File: src/fwq_pkg.sv
// ----------------------------------------------------------------------------
// fwq_pkg
// Shared types and constants for the futex wait queue table.
// ----------------------------------------------------------------------------
package fwq_pkg;

    localparam int ADDR_W          = 48;
    localparam int WORD_W          = 32;
    localparam int THREAD_W        = 6;
    localparam int COUNT_W         = 7;
    localparam int NUM_QUEUES_DEF  = 16;
    localparam int MAX_THREADS_DEF = 64;
    localparam int FIFO_DEPTH      = 2;
    localparam logic [1:0] ALIGN_MASK = 2'h3;

    typedef enum logic [1:0] {
        ST_OK    = 2'd0,
        ST_INVAL = 2'd1,
        ST_FAULT = 2'd2,
        ST_AGAIN = 2'd3
    } t_status;

    typedef enum logic {
        CMD_WAIT = 1'b0,
        CMD_WAKE = 1'b1
    } t_cmd_code;

    // classified request kinds handed from front to back
    typedef enum logic [1:0] {
        OP_ERR  = 2'd0,
        OP_WAIT = 2'd1,
        OP_WAKE = 2'd2
    } t_op;

    typedef struct packed {
        t_cmd_code           cmd;
        logic [ADDR_W-1:0]   word_address;
        logic                translation_fault;
        logic [WORD_W-1:0]   current_word;
        logic [WORD_W-1:0]   expected_word;
        logic [THREAD_W-1:0] thread_number;
        logic                wake_all;
    } t_in_item;

    typedef struct packed {
        t_status             status;
        logic                should_block;
        logic                woken_valid;
        logic [THREAD_W-1:0] woken_thread;
        logic [COUNT_W-1:0]  woken_count;
        logic                last;
    } t_out_item;

    typedef struct packed {
        t_op                 op;
        t_status             status;
        logic [ADDR_W-1:0]   addr;
        logic [THREAD_W-1:0] thread;
        logic                wake_all;
    } t_cmd;

endpackage

File: src/futex_wait_queue_table.sv
// ----------------------------------------------------------------------------
// futex_wait_queue_table
// Wait queues keyed by word address: wait appends a thread, wake pops them.
// ----------------------------------------------------------------------------
//  channel | valid        | stall         | payload
//  --------+--------------+---------------+---------------------------
//  request | i_in_valid   | o_in_stall    | i_in_data  (t_in_item)
//  result  | o_out_valid  | i_out_stall   | o_out_data (t_out_item)
//
//  Steps: an error or wait passes through the back end states pop, key match,
//    encode plus pointer read and decide; a wake then emits one result per
//    woken thread, each after a registered read of the waiter link memory.
//  The front classifies in the accept cycle; a 2-entry queue buffers requests.
//  Reset (synchronous, active low) clears queue valid and waiting bits.
//  A result waits in the output register while i_out_stall is high; the back
//    end holds in its decide or emit state until the register frees.
// ----------------------------------------------------------------------------
module futex_wait_queue_table #(
    parameter int NUM_QUEUES  = fwq_pkg::NUM_QUEUES_DEF,
    parameter int MAX_THREADS = fwq_pkg::MAX_THREADS_DEF
) (
    input  logic               i_clk,
    input  logic               i_rst_n,
    input  logic               i_in_valid,
    output logic               o_in_stall,
    input  fwq_pkg::t_in_item  i_in_data,
    output logic               o_out_valid,
    input  logic               i_out_stall,
    output fwq_pkg::t_out_item o_out_data
);

    fwq_pkg::t_cmd push_cmd, pop_cmd;
    logic          push, pop, full, empty;

    // classify each request as it is accepted
    fwq_front #(
        .MAX_THREADS (MAX_THREADS)
    ) u_front (
        .i_in_valid  (i_in_valid),
        .i_in_data   (i_in_data),
        .o_in_stall  (o_in_stall),
        .i_fifo_full (full),
        .o_push      (push),
        .o_cmd       (push_cmd)
    );

    // decouples intake from the table walk
    fwq_fifo u_fifo (
        .i_clk   (i_clk),
        .i_rst_n (i_rst_n),
        .i_push  (push),
        .i_data  (push_cmd),
        .o_full  (full),
        .i_pop   (pop),
        .o_empty (empty),
        .o_data  (pop_cmd)
    );

    // table lookup, linking and result generation
    fwq_back #(
        .NUM_QUEUES  (NUM_QUEUES),
        .MAX_THREADS (MAX_THREADS)
    ) u_back (
        .i_clk       (i_clk),
        .i_rst_n     (i_rst_n),
        .i_empty     (empty),
        .i_cmd       (pop_cmd),
        .o_pop       (pop),
        .i_out_stall (i_out_stall),
        .o_out_valid (o_out_valid),
        .o_out_data  (o_out_data)
    );

endmodule

File: src/fwq_front.sv
// ----------------------------------------------------------------------------
// fwq_front
// Request intake: checks alignment, fault, word compare and thread range.
// ----------------------------------------------------------------------------
module fwq_front #(
    parameter int MAX_THREADS = fwq_pkg::MAX_THREADS_DEF
) (
    input  logic             i_in_valid,
    input  fwq_pkg::t_in_item i_in_data,
    output logic             o_in_stall,
    input  logic             i_fifo_full,
    output logic             o_push,
    output fwq_pkg::t_cmd    o_cmd
);

    assign o_in_stall = i_fifo_full;
    assign o_push     = i_in_valid && !i_fifo_full;

    always_comb begin
        o_cmd.addr     = i_in_data.word_address;
        o_cmd.thread   = i_in_data.thread_number;
        o_cmd.wake_all = i_in_data.wake_all;
        o_cmd.status   = fwq_pkg::ST_OK;
        o_cmd.op       = fwq_pkg::OP_WAIT;
        priority if ((i_in_data.word_address[1:0] & fwq_pkg::ALIGN_MASK) != 2'b00) begin
            o_cmd.op     = fwq_pkg::OP_ERR;
            o_cmd.status = fwq_pkg::ST_INVAL;
        end else if (i_in_data.translation_fault) begin
            o_cmd.op     = fwq_pkg::OP_ERR;
            o_cmd.status = fwq_pkg::ST_FAULT;
        end else if (i_in_data.cmd == fwq_pkg::CMD_WAKE) begin
            o_cmd.op     = fwq_pkg::OP_WAKE;
        end else if (i_in_data.current_word != i_in_data.expected_word
                     || int'(i_in_data.thread_number) >= MAX_THREADS) begin
            o_cmd.op     = fwq_pkg::OP_ERR;
            o_cmd.status = fwq_pkg::ST_AGAIN;
        end else begin
            o_cmd.op     = fwq_pkg::OP_WAIT;
        end
    end

endmodule

File: src/fwq_fifo.sv
// ----------------------------------------------------------------------------
// fwq_fifo
// Two-entry queue of classified requests between front and back.
// ----------------------------------------------------------------------------
module fwq_fifo (
    input  logic          i_clk,
    input  logic          i_rst_n,
    input  logic          i_push,
    input  fwq_pkg::t_cmd i_data,
    output logic          o_full,
    input  logic          i_pop,
    output logic          o_empty,
    output fwq_pkg::t_cmd o_data
);

    localparam int PW = $clog2(fwq_pkg::FIFO_DEPTH);

    fwq_pkg::t_cmd r_mem [fwq_pkg::FIFO_DEPTH];
    logic [PW-1:0] r_wp, r_rp;
    logic [PW:0]   r_cnt;

    assign o_full  = (r_cnt == (PW+1)'(fwq_pkg::FIFO_DEPTH));
    assign o_empty = (r_cnt == '0);
    assign o_data  = r_mem[r_rp];

    always_ff @(posedge i_clk) begin
        if (!i_rst_n) begin
            r_wp  <= '0;
            r_rp  <= '0;
            r_cnt <= '0;
        end else begin
            if (i_push) r_wp <= r_wp + 1'b1;
            if (i_pop)  r_rp <= r_rp + 1'b1;
            if (i_push && !i_pop)      r_cnt <= r_cnt + 1'b1;
            else if (i_pop && !i_push) r_cnt <= r_cnt - 1'b1;
        end
    end

    always_ff @(posedge i_clk) begin
        if (i_push) r_mem[r_wp] <= i_data;
    end

endmodule

File: src/fwq_back.sv
// ----------------------------------------------------------------------------
// fwq_back
// Queue table: key match, waiter linking, wake walk and result register.
// ----------------------------------------------------------------------------
module fwq_back #(
    parameter int NUM_QUEUES  = fwq_pkg::NUM_QUEUES_DEF,
    parameter int MAX_THREADS = fwq_pkg::MAX_THREADS_DEF
) (
    input  logic               i_clk,
    input  logic               i_rst_n,
    input  logic               i_empty,
    input  fwq_pkg::t_cmd      i_cmd,
    output logic               o_pop,
    input  logic               i_out_stall,
    output logic               o_out_valid,
    output fwq_pkg::t_out_item o_out_data
);

    localparam int QW = (NUM_QUEUES > 1) ? $clog2(NUM_QUEUES) : 1;
    localparam int TW = $clog2(MAX_THREADS);

    typedef enum logic [5:0] {
        S_IDLE   = 6'b000001,
        S_LOOK   = 6'b000010,
        S_FIND   = 6'b000100,
        S_DECIDE = 6'b001000,
        S_WKRD   = 6'b010000,
        S_WKEMIT = 6'b100000
    } t_state;

    t_state                     r_state, n_state;
    fwq_pkg::t_cmd              r_cmd;
    logic [NUM_QUEUES-1:0]      r_hit, r_free, r_qvalid;
    logic [fwq_pkg::ADDR_W-1:0] r_key [NUM_QUEUES];
    logic [MAX_THREADS-1:0]     r_waiting;
    logic                       r_busy, r_found, r_anyfree;
    logic [QW-1:0]              r_q, r_fq;
    logic [TW-1:0]              r_head_rd, r_tail_rd, r_next_rd, r_h, r_tl;
    logic [fwq_pkg::COUNT_W-1:0] r_n;
    logic                       r_ov;
    fwq_pkg::t_out_item         r_out;

    logic [TW-1:0] head_mem [NUM_QUEUES];
    logic [TW-1:0] tail_mem [NUM_QUEUES];
    logic [TW-1:0] next_mem [MAX_THREADS];

    logic [QW-1:0] enc_q, enc_f, rd_addr;
    logic          enc_found, enc_free;

    logic               can_emit, emit;
    fwq_pkg::t_out_item emit_item;
    logic               head_we, tail_we, next_we, qv_set, qv_clr, wt_set, wt_clr;
    logic [QW-1:0]      head_wa, tail_wa;
    logic [TW-1:0]      head_wd, next_wa, wt_idx;
    logic [TW-1:0]      cmd_t;
    logic [fwq_pkg::COUNT_W-1:0] n1;
    logic               empty_now, fin;

    assign cmd_t     = r_cmd.thread[TW-1:0];
    assign can_emit  = !r_ov || !i_out_stall;
    assign n1        = r_n + 1'b1;
    assign empty_now = (r_h == r_tl);
    assign fin       = empty_now || !r_cmd.wake_all
                       || (n1 >= fwq_pkg::COUNT_W'(MAX_THREADS));

    // lowest matching queue and lowest free slot
    always_comb begin
        enc_q     = '0;
        enc_found = 1'b0;
        enc_f     = '0;
        enc_free  = 1'b0;
        for (int i = NUM_QUEUES - 1; i >= 0; i--) begin
            if (r_hit[i]) begin
                enc_q     = QW'(i);
                enc_found = 1'b1;
            end
            if (r_free[i]) begin
                enc_f    = QW'(i);
                enc_free = 1'b1;
            end
        end
    end

    assign rd_addr = (r_state == S_FIND) ? enc_q : r_q;

    always_comb begin
        n_state   = r_state;
        o_pop     = 1'b0;
        emit      = 1'b0;
        emit_item = '{status: fwq_pkg::ST_OK, should_block: 1'b0, woken_valid: 1'b0,
                      woken_thread: '0, woken_count: '0, last: 1'b1};
        head_we = 1'b0; head_wa = r_q;  head_wd = r_next_rd;
        tail_we = 1'b0; tail_wa = r_q;
        next_we = 1'b0; next_wa = r_tail_rd;
        qv_set  = 1'b0; qv_clr  = 1'b0;
        wt_set  = 1'b0; wt_clr  = 1'b0; wt_idx = cmd_t;
        unique case (r_state)
            S_IDLE: begin
                if (!i_empty) begin
                    o_pop   = 1'b1;
                    n_state = S_LOOK;
                end
            end
            S_LOOK: n_state = S_FIND;
            S_FIND: n_state = S_DECIDE;
            S_DECIDE: begin
                unique case (r_cmd.op)
                    fwq_pkg::OP_WAIT: begin
                        if (can_emit) begin
                            emit    = 1'b1;
                            n_state = S_IDLE;
                            if (r_busy || (!r_found && !r_anyfree)) begin
                                emit_item.status = fwq_pkg::ST_AGAIN;
                            end else begin
                                emit_item.should_block = 1'b1;
                                wt_set  = 1'b1;
                                tail_we = 1'b1;
                                if (r_found) begin
                                    next_we = 1'b1;
                                end else begin
                                    qv_set  = 1'b1;
                                    head_we = 1'b1;
                                    head_wa = r_fq;
                                    head_wd = cmd_t;
                                    tail_wa = r_fq;
                                end
                            end
                        end
                    end
                    fwq_pkg::OP_WAKE: begin
                        if (r_found) begin
                            n_state = S_WKRD;
                        end else if (can_emit) begin
                            emit    = 1'b1;
                            n_state = S_IDLE;
                        end
                    end
                    default: begin
                        if (can_emit) begin
                            emit             = 1'b1;
                            emit_item.status = r_cmd.status;
                            n_state          = S_IDLE;
                        end
                    end
                endcase
            end
            S_WKRD: n_state = S_WKEMIT;
            S_WKEMIT: begin
                if (can_emit) begin
                    emit                   = 1'b1;
                    emit_item.woken_valid  = 1'b1;
                    emit_item.woken_thread = fwq_pkg::THREAD_W'(r_h);
                    emit_item.woken_count  = n1;
                    emit_item.last         = fin;
                    wt_clr                 = 1'b1;
                    wt_idx                 = r_h;
                    if (empty_now) qv_clr  = 1'b1;
                    else           head_we = 1'b1;
                    n_state = fin ? S_IDLE : S_WKRD;
                end
            end
            default: n_state = S_IDLE;
        endcase
    end

    // control state
    always_ff @(posedge i_clk) begin
        if (!i_rst_n) begin
            r_state   <= S_IDLE;
            r_ov      <= 1'b0;
            r_qvalid  <= '0;
            r_waiting <= '0;
        end else begin
            r_state <= n_state;
            if (emit)             r_ov <= 1'b1;
            else if (!i_out_stall) r_ov <= 1'b0;
            if (qv_set) r_qvalid[r_fq] <= 1'b1;
            if (qv_clr) r_qvalid[r_q]  <= 1'b0;
            if (wt_set) r_waiting[wt_idx] <= 1'b1;
            if (wt_clr) r_waiting[wt_idx] <= 1'b0;
        end
    end

    // payload and table storage
    always_ff @(posedge i_clk) begin
        if (o_pop) r_cmd <= i_cmd;
        if (emit)  r_out <= emit_item;
        if (r_state == S_LOOK) begin
            for (int i = 0; i < NUM_QUEUES; i++) begin
                r_hit[i] <= r_qvalid[i] && (r_key[i] == r_cmd.addr);
            end
            r_free <= ~r_qvalid;
            r_busy <= r_waiting[cmd_t];
        end
        if (r_state == S_FIND) begin
            r_q       <= enc_q;
            r_found   <= enc_found;
            r_fq      <= enc_f;
            r_anyfree <= enc_free;
        end
        if (qv_set) r_key[r_fq] <= r_cmd.addr;
        if (r_state == S_DECIDE) begin
            r_h <= r_head_rd;
            r_tl <= r_tail_rd;
            r_n <= '0;
        end
        if (r_state == S_WKEMIT && emit) begin
            r_h <= r_next_rd;
            r_n <= n1;
        end
    end

    always_ff @(posedge i_clk) begin
        r_head_rd <= head_mem[rd_addr];
        r_tail_rd <= tail_mem[rd_addr];
        r_next_rd <= next_mem[r_h];
        if (head_we) head_mem[head_wa] <= head_wd;
        if (tail_we) tail_mem[tail_wa] <= cmd_t;
        if (next_we) next_mem[next_wa] <= cmd_t;
    end

    assign o_out_valid = r_ov;
    assign o_out_data  = r_out;

    a_woken_count: assert property (@(posedge i_clk) disable iff (!i_rst_n)
        (r_ov && r_out.woken_valid) |-> (r_out.woken_count != '0))
        else $error("woken result with zero count");

    a_walk_valid: assert property (@(posedge i_clk) disable iff (!i_rst_n)
        (r_state == S_WKRD) |-> r_qvalid[r_q])
        else $error("wake walk on a freed queue");

    a_block_marks: assert property (@(posedge i_clk) disable iff (!i_rst_n)
        (emit && emit_item.should_block) |=> r_waiting[$past(cmd_t)])
        else $error("blocked thread not marked waiting");

    a_block_ok: assert property (@(posedge i_clk) disable iff (!i_rst_n)
        (emit && emit_item.should_block) |-> (r_cmd.op == fwq_pkg::OP_WAIT))
        else $error("block result from a non-wait request");

endmodule
File: config.mk
export PLATFORM = sky130hd
export DESIGN_NAME = futex_wait_queue_table
export DESIGN_NICKNAME = d
export VERILOG_FILES = /design/src/fwq_pkg.sv /design/src/futex_wait_queue_table.sv /design/src/fwq_front.sv /design/src/fwq_fifo.sv /design/src/fwq_back.sv
export SDC_FILE = /design/constraint.sdc
export NUM_CORES = 2
export LEC_CHECK = 0
export BUFFER_PORTS_ARGS = -buffer_cell sky130_fd_sc_hd__buf_2
export CAP_MARGIN = 20
export CORE_MARGIN = 4
export CORE_UTILIZATION = 23
export CTS_CLUSTER_SIZE = 12
export DETAILED_ROUTE_END_ITERATION = 8
export GPL_TIMING_DRIVEN = 0
export SYNTH_ARGS = -nofsm -noshare
export SYNTH_HDL_FRONTEND = slang
export SYNTH_SLANG_ARGS = --single-unit
File: constraint.sdc
create_clock -name i_clk -period 8.2 [get_ports i_clk]
set_input_delay 0.41 -clock i_clk [delete_from_list [all_inputs] [get_ports i_clk]]
set_output_delay 0.41 -clock i_clk [all_outputs]
set_load 0.1 [all_outputs]
# ---- After elaboration in Yosys (flattened, before gate mapping)
# Memory sizes are Yosys's and may differ from the RTL's. A register that Yosys moved wholly into a read port is not among the register bits.
# Index checks and enable logic that the tools add are counted.
dict set report totals {
  ff_bits 171
  ram_bits 1462
  in_bits 125
  output_inout_bits 20
  wordCells 252
  memories 5
}
dict set report op_classes {
  addsub 5
  n_lt_le_gt_ge 8
  eq_ne 30
  n_mux 123
  n_bitwise 7
  reduce_logical 48
}
# name words width rd rd_clocked_by_memory_dff wr line
set memory_table {}
lappend memory_table {u_back.r_key 16 48 16 0 1 fwq_back.sv:34} ;# logic [fwq_pkg::ADDR_W-1:0] r_key [NUM_QUEUES];
lappend memory_table {u_back.next_mem 64 6 1 1 1 fwq_back.sv:45} ;# logic [TW-1:0] next_mem [MAX_THREADS];
lappend memory_table {u_fifo.r_mem 2 59 1 1 1 fwq_fifo.sv:18} ;# fwq_pkg::t_cmd r_mem [fwq_pkg::FIFO_DEPTH];
lappend memory_table {u_back.head_mem 16 6 1 1 1 fwq_back.sv:43} ;# logic [TW-1:0] head_mem [NUM_QUEUES];
lappend memory_table {u_back.tail_mem 16 6 1 1 1 fwq_back.sv:44} ;# logic [TW-1:0] tail_mem [NUM_QUEUES];
# cell n
set op_table {}
lappend op_table {{== test 48 bit} 16}
lappend op_table {{two-way mux 64 bit} 3}
lappend op_table {{two-way mux 4 bit} 32}
lappend op_table {{two-way mux 6 bit} 14}
lappend op_table {{AND 64 bit} 1}
lappend op_table {{NOT 64 bit} 1}
lappend op_table {{OR 64 bit} 1}
lappend op_table {{two-way mux 16 bit} 3}
lappend op_table {{two-way mux 1 bit} 45}
lappend op_table {{one-hot mux 6 bit (6 select lines)} 1}
lappend op_table {{inequality test 32 bit} 1}
lappend op_table {{NOT 16 bit} 2}
lappend op_table {{OR reduction 15 bit} 2}
lappend op_table {{logical AND 1 bit} 24}
lappend op_table {{two-way mux 2 bit} 9}
lappend op_table {{AND 16 bit} 1}
lappend op_table {{OR 16 bit} 1}
lappend op_table {{two-way mux 15 bit} 1}
lappend op_table {{two-way mux 3 bit} 5}
lappend op_table {{< comparator 6 x 7 -> 1 bit (second input constant)} 2}
lappend op_table {{two-way mux 7 bit} 2}
lappend op_table {{< comparator 4 x 5 -> 1 bit (second input constant)} 2}
lappend op_table {{demux 1 bit (select 4 bit)} 2}
lappend op_table {{greater-or-equal comparator 4 x 1 -> 1 bit (second input constant)} 2}
lappend op_table {{31 further kinds} 48}

# ---- Depth between registers and ports, before layout
dict set report depth {
  ltp_word 17
  depth_mapped 12
  depth_no_buf 9
}

# ---- Modules after synthesis
# A second synthesis with hierarchy kept.
dict set report hier_totals {
  cells_unflattened 4271
  area_unflattened_um2 69487.9
}
# module n_inst cells_each area_each_um2 seq_area_each_um2
set by_module_without_submodules {}
lappend by_module_without_submodules {fwq_back 1 3956 64145.3 46594.7}
lappend by_module_without_submodules {fwq_fifo 1 206 4519.3 3643.5}
lappend by_module_without_submodules {fwq_front 1 109 823.3 0.0}

# ---- Least setup slack after synthesis
# Ideal clock, no wire load.
dict set report synth_timing {
  kind {reg2reg}
  startpoint {register u_back.r_ov (netlist: u_back.o_out_valid)}
  endpoint {register u_back.r_qvalid[4]}
  t_arrival_ns 5.557
  required_ns 8.127
  slack_ns 2.570
  stages_incl_launch_ff 7
  n_path_buf 0
  path_cell_list {dfxtp_1 > a21oi_2 > nand3_2 > nor2_2 > nand3b_1 > nor3_1 > o221a_2}
}
dict set report synth_between {
  elab_chain_len 9
  elab_cells_between_ends 11
}
# element line
set synth_rtl {}
lappend synth_rtl {{start: declaration} fwq_back.sv:40} ;# logic r_ov;
lappend synth_rtl {{start signal: assignment} fwq_back.sv:170} ;# r_ov <= 1'b0;
lappend synth_rtl {{start signal: assignment} fwq_back.sv:175} ;# if (emit) r_ov <= 1'b1;
lappend synth_rtl {{start signal: assignment} fwq_back.sv:176} ;# else if (!i_out_stall) r_ov <= 1'b0;
lappend synth_rtl {{logical NOT 1 bit (*)} fwq_back.sv:60} ;# assign can_emit = !r_ov || !i_out_stall;
lappend synth_rtl {{logical OR 1 bit (*)} fwq_back.sv:60}
lappend synth_rtl {{two-way mux 1 bit} fwq_back.sv:109} ;# if (can_emit) begin
lappend synth_rtl {{two-way mux 1 bit} fwq_back.sv:107} ;# unique case (r_cmd.op)
lappend synth_rtl {{two-way mux 1 bit} fwq_back.sv:97} ;# unique case (r_state)
lappend synth_rtl {{two-way mux 16 bit} fwq_back.sv:177} ;# if (qv_set) r_qvalid[r_fq] <= 1'b1;
lappend synth_rtl {{two-way mux 16 bit} fwq_back.sv:168} ;# if (!i_rst_n) begin
lappend synth_rtl {{AND 16 bit (no line)} n/a}
lappend synth_rtl {{two-way mux 16 bit (*)} fwq_back.sv:178} ;# if (qv_clr) r_qvalid[r_q] <= 1'b0;
lappend synth_rtl {{end signal: assignment} fwq_back.sv:171} ;# r_qvalid <= '0;
lappend synth_rtl {{end signal: indexed assignment} fwq_back.sv:177}
lappend synth_rtl {{end signal: indexed assignment} fwq_back.sv:178}
lappend synth_rtl {{end: declaration} fwq_back.sv:33} ;# logic [NUM_QUEUES-1:0] r_hit, r_free, r_qvalid;
# Every way passes the cells marked *; elsewhere a longest branch is shown, timed or not. The select of a mux whose other input is x is not followed.
# A chain may end at the register's enable or synchronous reset.

# ---- Worst setup path after layout
dict set report layout_timing {
  startpoint {register u_back.r_cmd[43] (netlist name)}
  endpoint {register u_back.r_hit[2], data pin}
}
dict set report layout_between {
  elab_chain_len 2
}
# element line
set layout_rtl {}
lappend layout_rtl {{== test 48 bit} fwq_back.sv:190} ;# r_hit[i] <= r_qvalid[i] && (r_key[i] == r_cmd.addr);
lappend layout_rtl {{logical AND 1 bit} fwq_back.sv:190}
lappend layout_rtl {{end signal: indexed assignment} fwq_back.sv:190}
lappend layout_rtl {{end: declaration} fwq_back.sv:33}
# Every way passes these cells.

==> run summary <==
### Place
* post-detail-place hpwl: 149000 um
* number of cells after detailed placement: 8467
* RD Place Congestion: 0.889
* Post-Place Cell Area: 77900 um2
* number of buffers added on ports: 143

### Global routing
* Overall Global Routing Usage: 0.133
* via count of the first global-routing pass: 39918
* wire length of the first global-routing pass: 300000 um
* pin count of the biggest net entering global routing: 49
* antenna violations before repair: 14
* overflow left after global routing: 0

### Worst hold path
* end of the worst hold path: u_fifo.r_wp$_SDFFE_PN0P_
* class of the worst hold path: in -> reg
* hold path cells: 4
* start point of the worst min-delay path: i_in_valid

### Logic synthesis
* post-synthesis average cell area: 16.4 um2
* syn_nets: 4357
* Unique masters post-synth: 87
* mapped cell area: 69200 um2
* most common flop cell mapped by yosys: edfxtp_1
* cell type with the largest total area after synthesis: edfxtp_1
* flop and latch count out of synthesis: 1710
* yosys synthesis warning count: 0
* instance count of the mapped netlist: 4228
* Synth top area share: 0.693
* part of the Yosys area used for sequential elements: 0.726
* number of enable-type register cells in the synthesized netlist: 1597
* post-synthesis async set-or-reset flop share: 0
* largest cells by area after synthesis: edfxtp_1, xor2_1, mux4_2

### Clocking
* total clock buffers created by CTS: 175
* insertion delay to the later sink of the worst-skew pair: 0.83 ns
* Root Buffer: clkbuf_16
* number of H-tree levels: 4
* CTS tree: built
* number of buffers on the longest clock path: 4
* clock transition at the registers of the reported paths: 0.06 ns
* number of buffers inserted by hold repair at cts: 58
* quantity of gates resized following cts: 0
* number of sinks driven by the clock tree: 1710
* buffers inserted by post-CTS timing repair: 0

### Timing
* setup repair after global routing missed its margin: no
* worst slew margin relative to its limit: 0.137
* final max-slew violation count: 0
* number of endpoints failing setup at the final stage: 0
* achievable frequency: 0.193 GHz
* Setup Skew: 0.0935 ns
* slew of the pin with the lowest slew margin: 1.29 ns
* smallest hold slack: 0.133 ns
* Final Critical Period: 5.18 ns
* Final Hold Viols: 0
* portion of the clock cycle consumed by the worst path in the final layout: 0.631

### Setup path
* slowest cell on the critical path: nor4_1
* critical path peak fanout: 11
* critical path's largest stage delay: 0.99 ns
* critical path required time: 8.80 ns
* Worst path top cell family by delay: simple AND/OR/NAND/NOR gates
* R2R Path End: u_back.r_hit[2]$_DFFE_PN_
* critical path endpoint category: flop
* CP Data Arrival Time: 5.78 ns
* Setup Crit Path Kind: reg -> reg
* startpoint of the worst register-to-register path: u_back.r_cmd[43]$_DFFE_PP_
* slack of the worst reg-to-reg path: 3.02 ns
* kind of start point of the critical path: flop
* Critical Path, Cell by Cell: buf_16, clkbuf_1, clkbuf_1, buf_8, xnor2_1, nand4_1, nor4_1, nand4_1, nor3_1
* crit path buf inv count: 4
* cell count of the worst reg-to-reg path: 9

### Route
* DRT iter0 DRCs: 5868
* DR vias: 40992
* average wire per standard cell: 24.3 um
* DR vias/cell: 4.66
* DRT antenna net count: 0
* final wirelength: 213000 um
* Remaining DRCs: 0
* number of iterations in the first detailed-routing pass: 7

### Power
* Leakage Power: 0.0264 uW
* Pwr per Cell Area: 307 nW/um2
* maximum vdd ir drop: 229 uV
* Power Total: 25600 uW

### Cells and area
* most common cell after layout, fill and taps aside: edfxtp_1
* top library cells by usage in the layout, fill and taps aside: edfxtp_1, xor2_1, nor2_1, xnor2_1, buf_2
* Layout Cells excl Fill: 8792
* synthesis-to-finish area growth: 20.6%
* share of cells above drive strength 1: 0.170
* final layout net count: 4878
* final design area excluding fillers: 83500 um2

### Floorplan
* height of the die: 556 um
* count of standard-cell rows: 201
* die area: 310000 um2
* width of the chip: 556 um
* standard cell core area: 300000 um2
* initial core utilization: 0.231
* IO Pins: 145

### Status
* result of the run: complete, no violations

### Job
* max cap viols: 0

state kept, by name, indices dropped and copies added, names as in the netlist, 7 cells and up:
name and flops:
u_back.r_waiting 64, u_back.r_free 16, u_fifo.r_mem 118, u_back.o_out_data 18
u_back.r_cmd 53, u_back.r_qvalid 16, u_back.next_mem 384, u_back.r_n 7
u_back.tail_mem 96, u_back.r_hit 16, u_back.head_mem 96, u_back.r_key 768
worst max path at each step:
stage,startpoint,to,slack (ns),cells past startpoint
after detailed placement,u_back.r_cmd[15]$_DFFE_PP_,u_back.r_hit[14]$_DFFE_PN_,3.34,7
after CTS,u_back.r_cmd[15]$_DFFE_PP_,u_back.r_hit[14]$_DFFE_PN_,3.31,7
after global routing,u_back.r_cmd[33]$_DFFE_PP_,u_back.r_hit[5]$_DFFE_PN_,3.09,7
after floorplan,u_back.o_out_valid$_SDFFE_PN0P_,u_back.r_qvalid[4]$_SDFF_PN0_,2.57,6
final,u_back.r_cmd[43]$_DFFE_PP_,u_back.r_hit[2]$_DFFE_PN_,3.02,9
after global placement,u_back.r_state[0]$_SDFFE_PN1P_,u_back.r_qvalid[4]$_SDFF_PN0_,-0.23,8
where the power goes:
part	leakage (uW)	switching [uW]	internal (uW)
clock network	0.00238	3210	4050
logic	0.00879	4470	2330
registers	0.0152	851	10700
worst reg2reg max path, stage by stage (launching register included):
cell	delay [ns]
edfxtp_1	0.77
buf_16	0.25
clkbuf_1	0.63
clkbuf_1	0.71
buf_8	0.25
xnor2_1	0.15
nand4_1	0.37
nor4_1	0.99
nand4_1	0.48
nor3_1	0.36
routing by layer:
layer / vias up / routed length, um / global-route usage
met5: - / 9 / 0
met4: 2 / 8480 / 0.0478
met3: 413 / 20400 / 0.0239
met2: 2392 / 98900 / 0.213
met1: 21058 / 85700 / 0.181
li1: 17127 / - / -
kinds of logic (layout without fill, tap and decap cells):
kind of cell,Yosys count,in the layout,synth area share
AOI/OAI and AO/OA,409,409,0.0417
xor gates and xnor gates,738,738,0.0934
adders and majority gates,4,4,0.000723
buffers and inverters,303,905,0.0175
DFF,1710,1710,0.726
muxes,220,220,0.0597
other,0,4,0
and+or+nand+nor,844,844,0.0611
layout make-up:
cell class | instances | area [um2]
multi-input combinational | 2215 | 17900
timing repair buffer | 344 | 4230
inverter | 91 | 342
sequential | 1710 | 50200
buffer | 212 | 893
antenna | 4 | 10.0
clock buffer | 236 | 4730
fill | 29821 | 216000
tap | 3958 | 4950
clock inverter | 22 | 178
Yosys cell counts, types with 75 or more instances:
cell	number
a21oi_1	99
nor2_1	247
nor4_1	149
xor2_1	538
inv_1	87
nand4_1	78
nand2_1	168
mux4_2	147
o21ai_0	75
clkbuf_1	134
xnor2_1	200
edfxtp_1	1597
dfxtp_1	113
metrics by stage:
stage / worst slack (ns) / setup TNS [ns] / utilization
2_1_floorplan: 2.57 / 0 / -
3_3_place_gp: -0.233 / -0.372 / 0.250
3_5_place_dp: 3.34 / 0 / 0.260
4_1_cts: 3.31 / 0 / 0.278
5_1_grt: 3.09 / 0 / 0.278
6_report: 3.02 / 0 / 0.278
(Power assumes the default switching activity.)
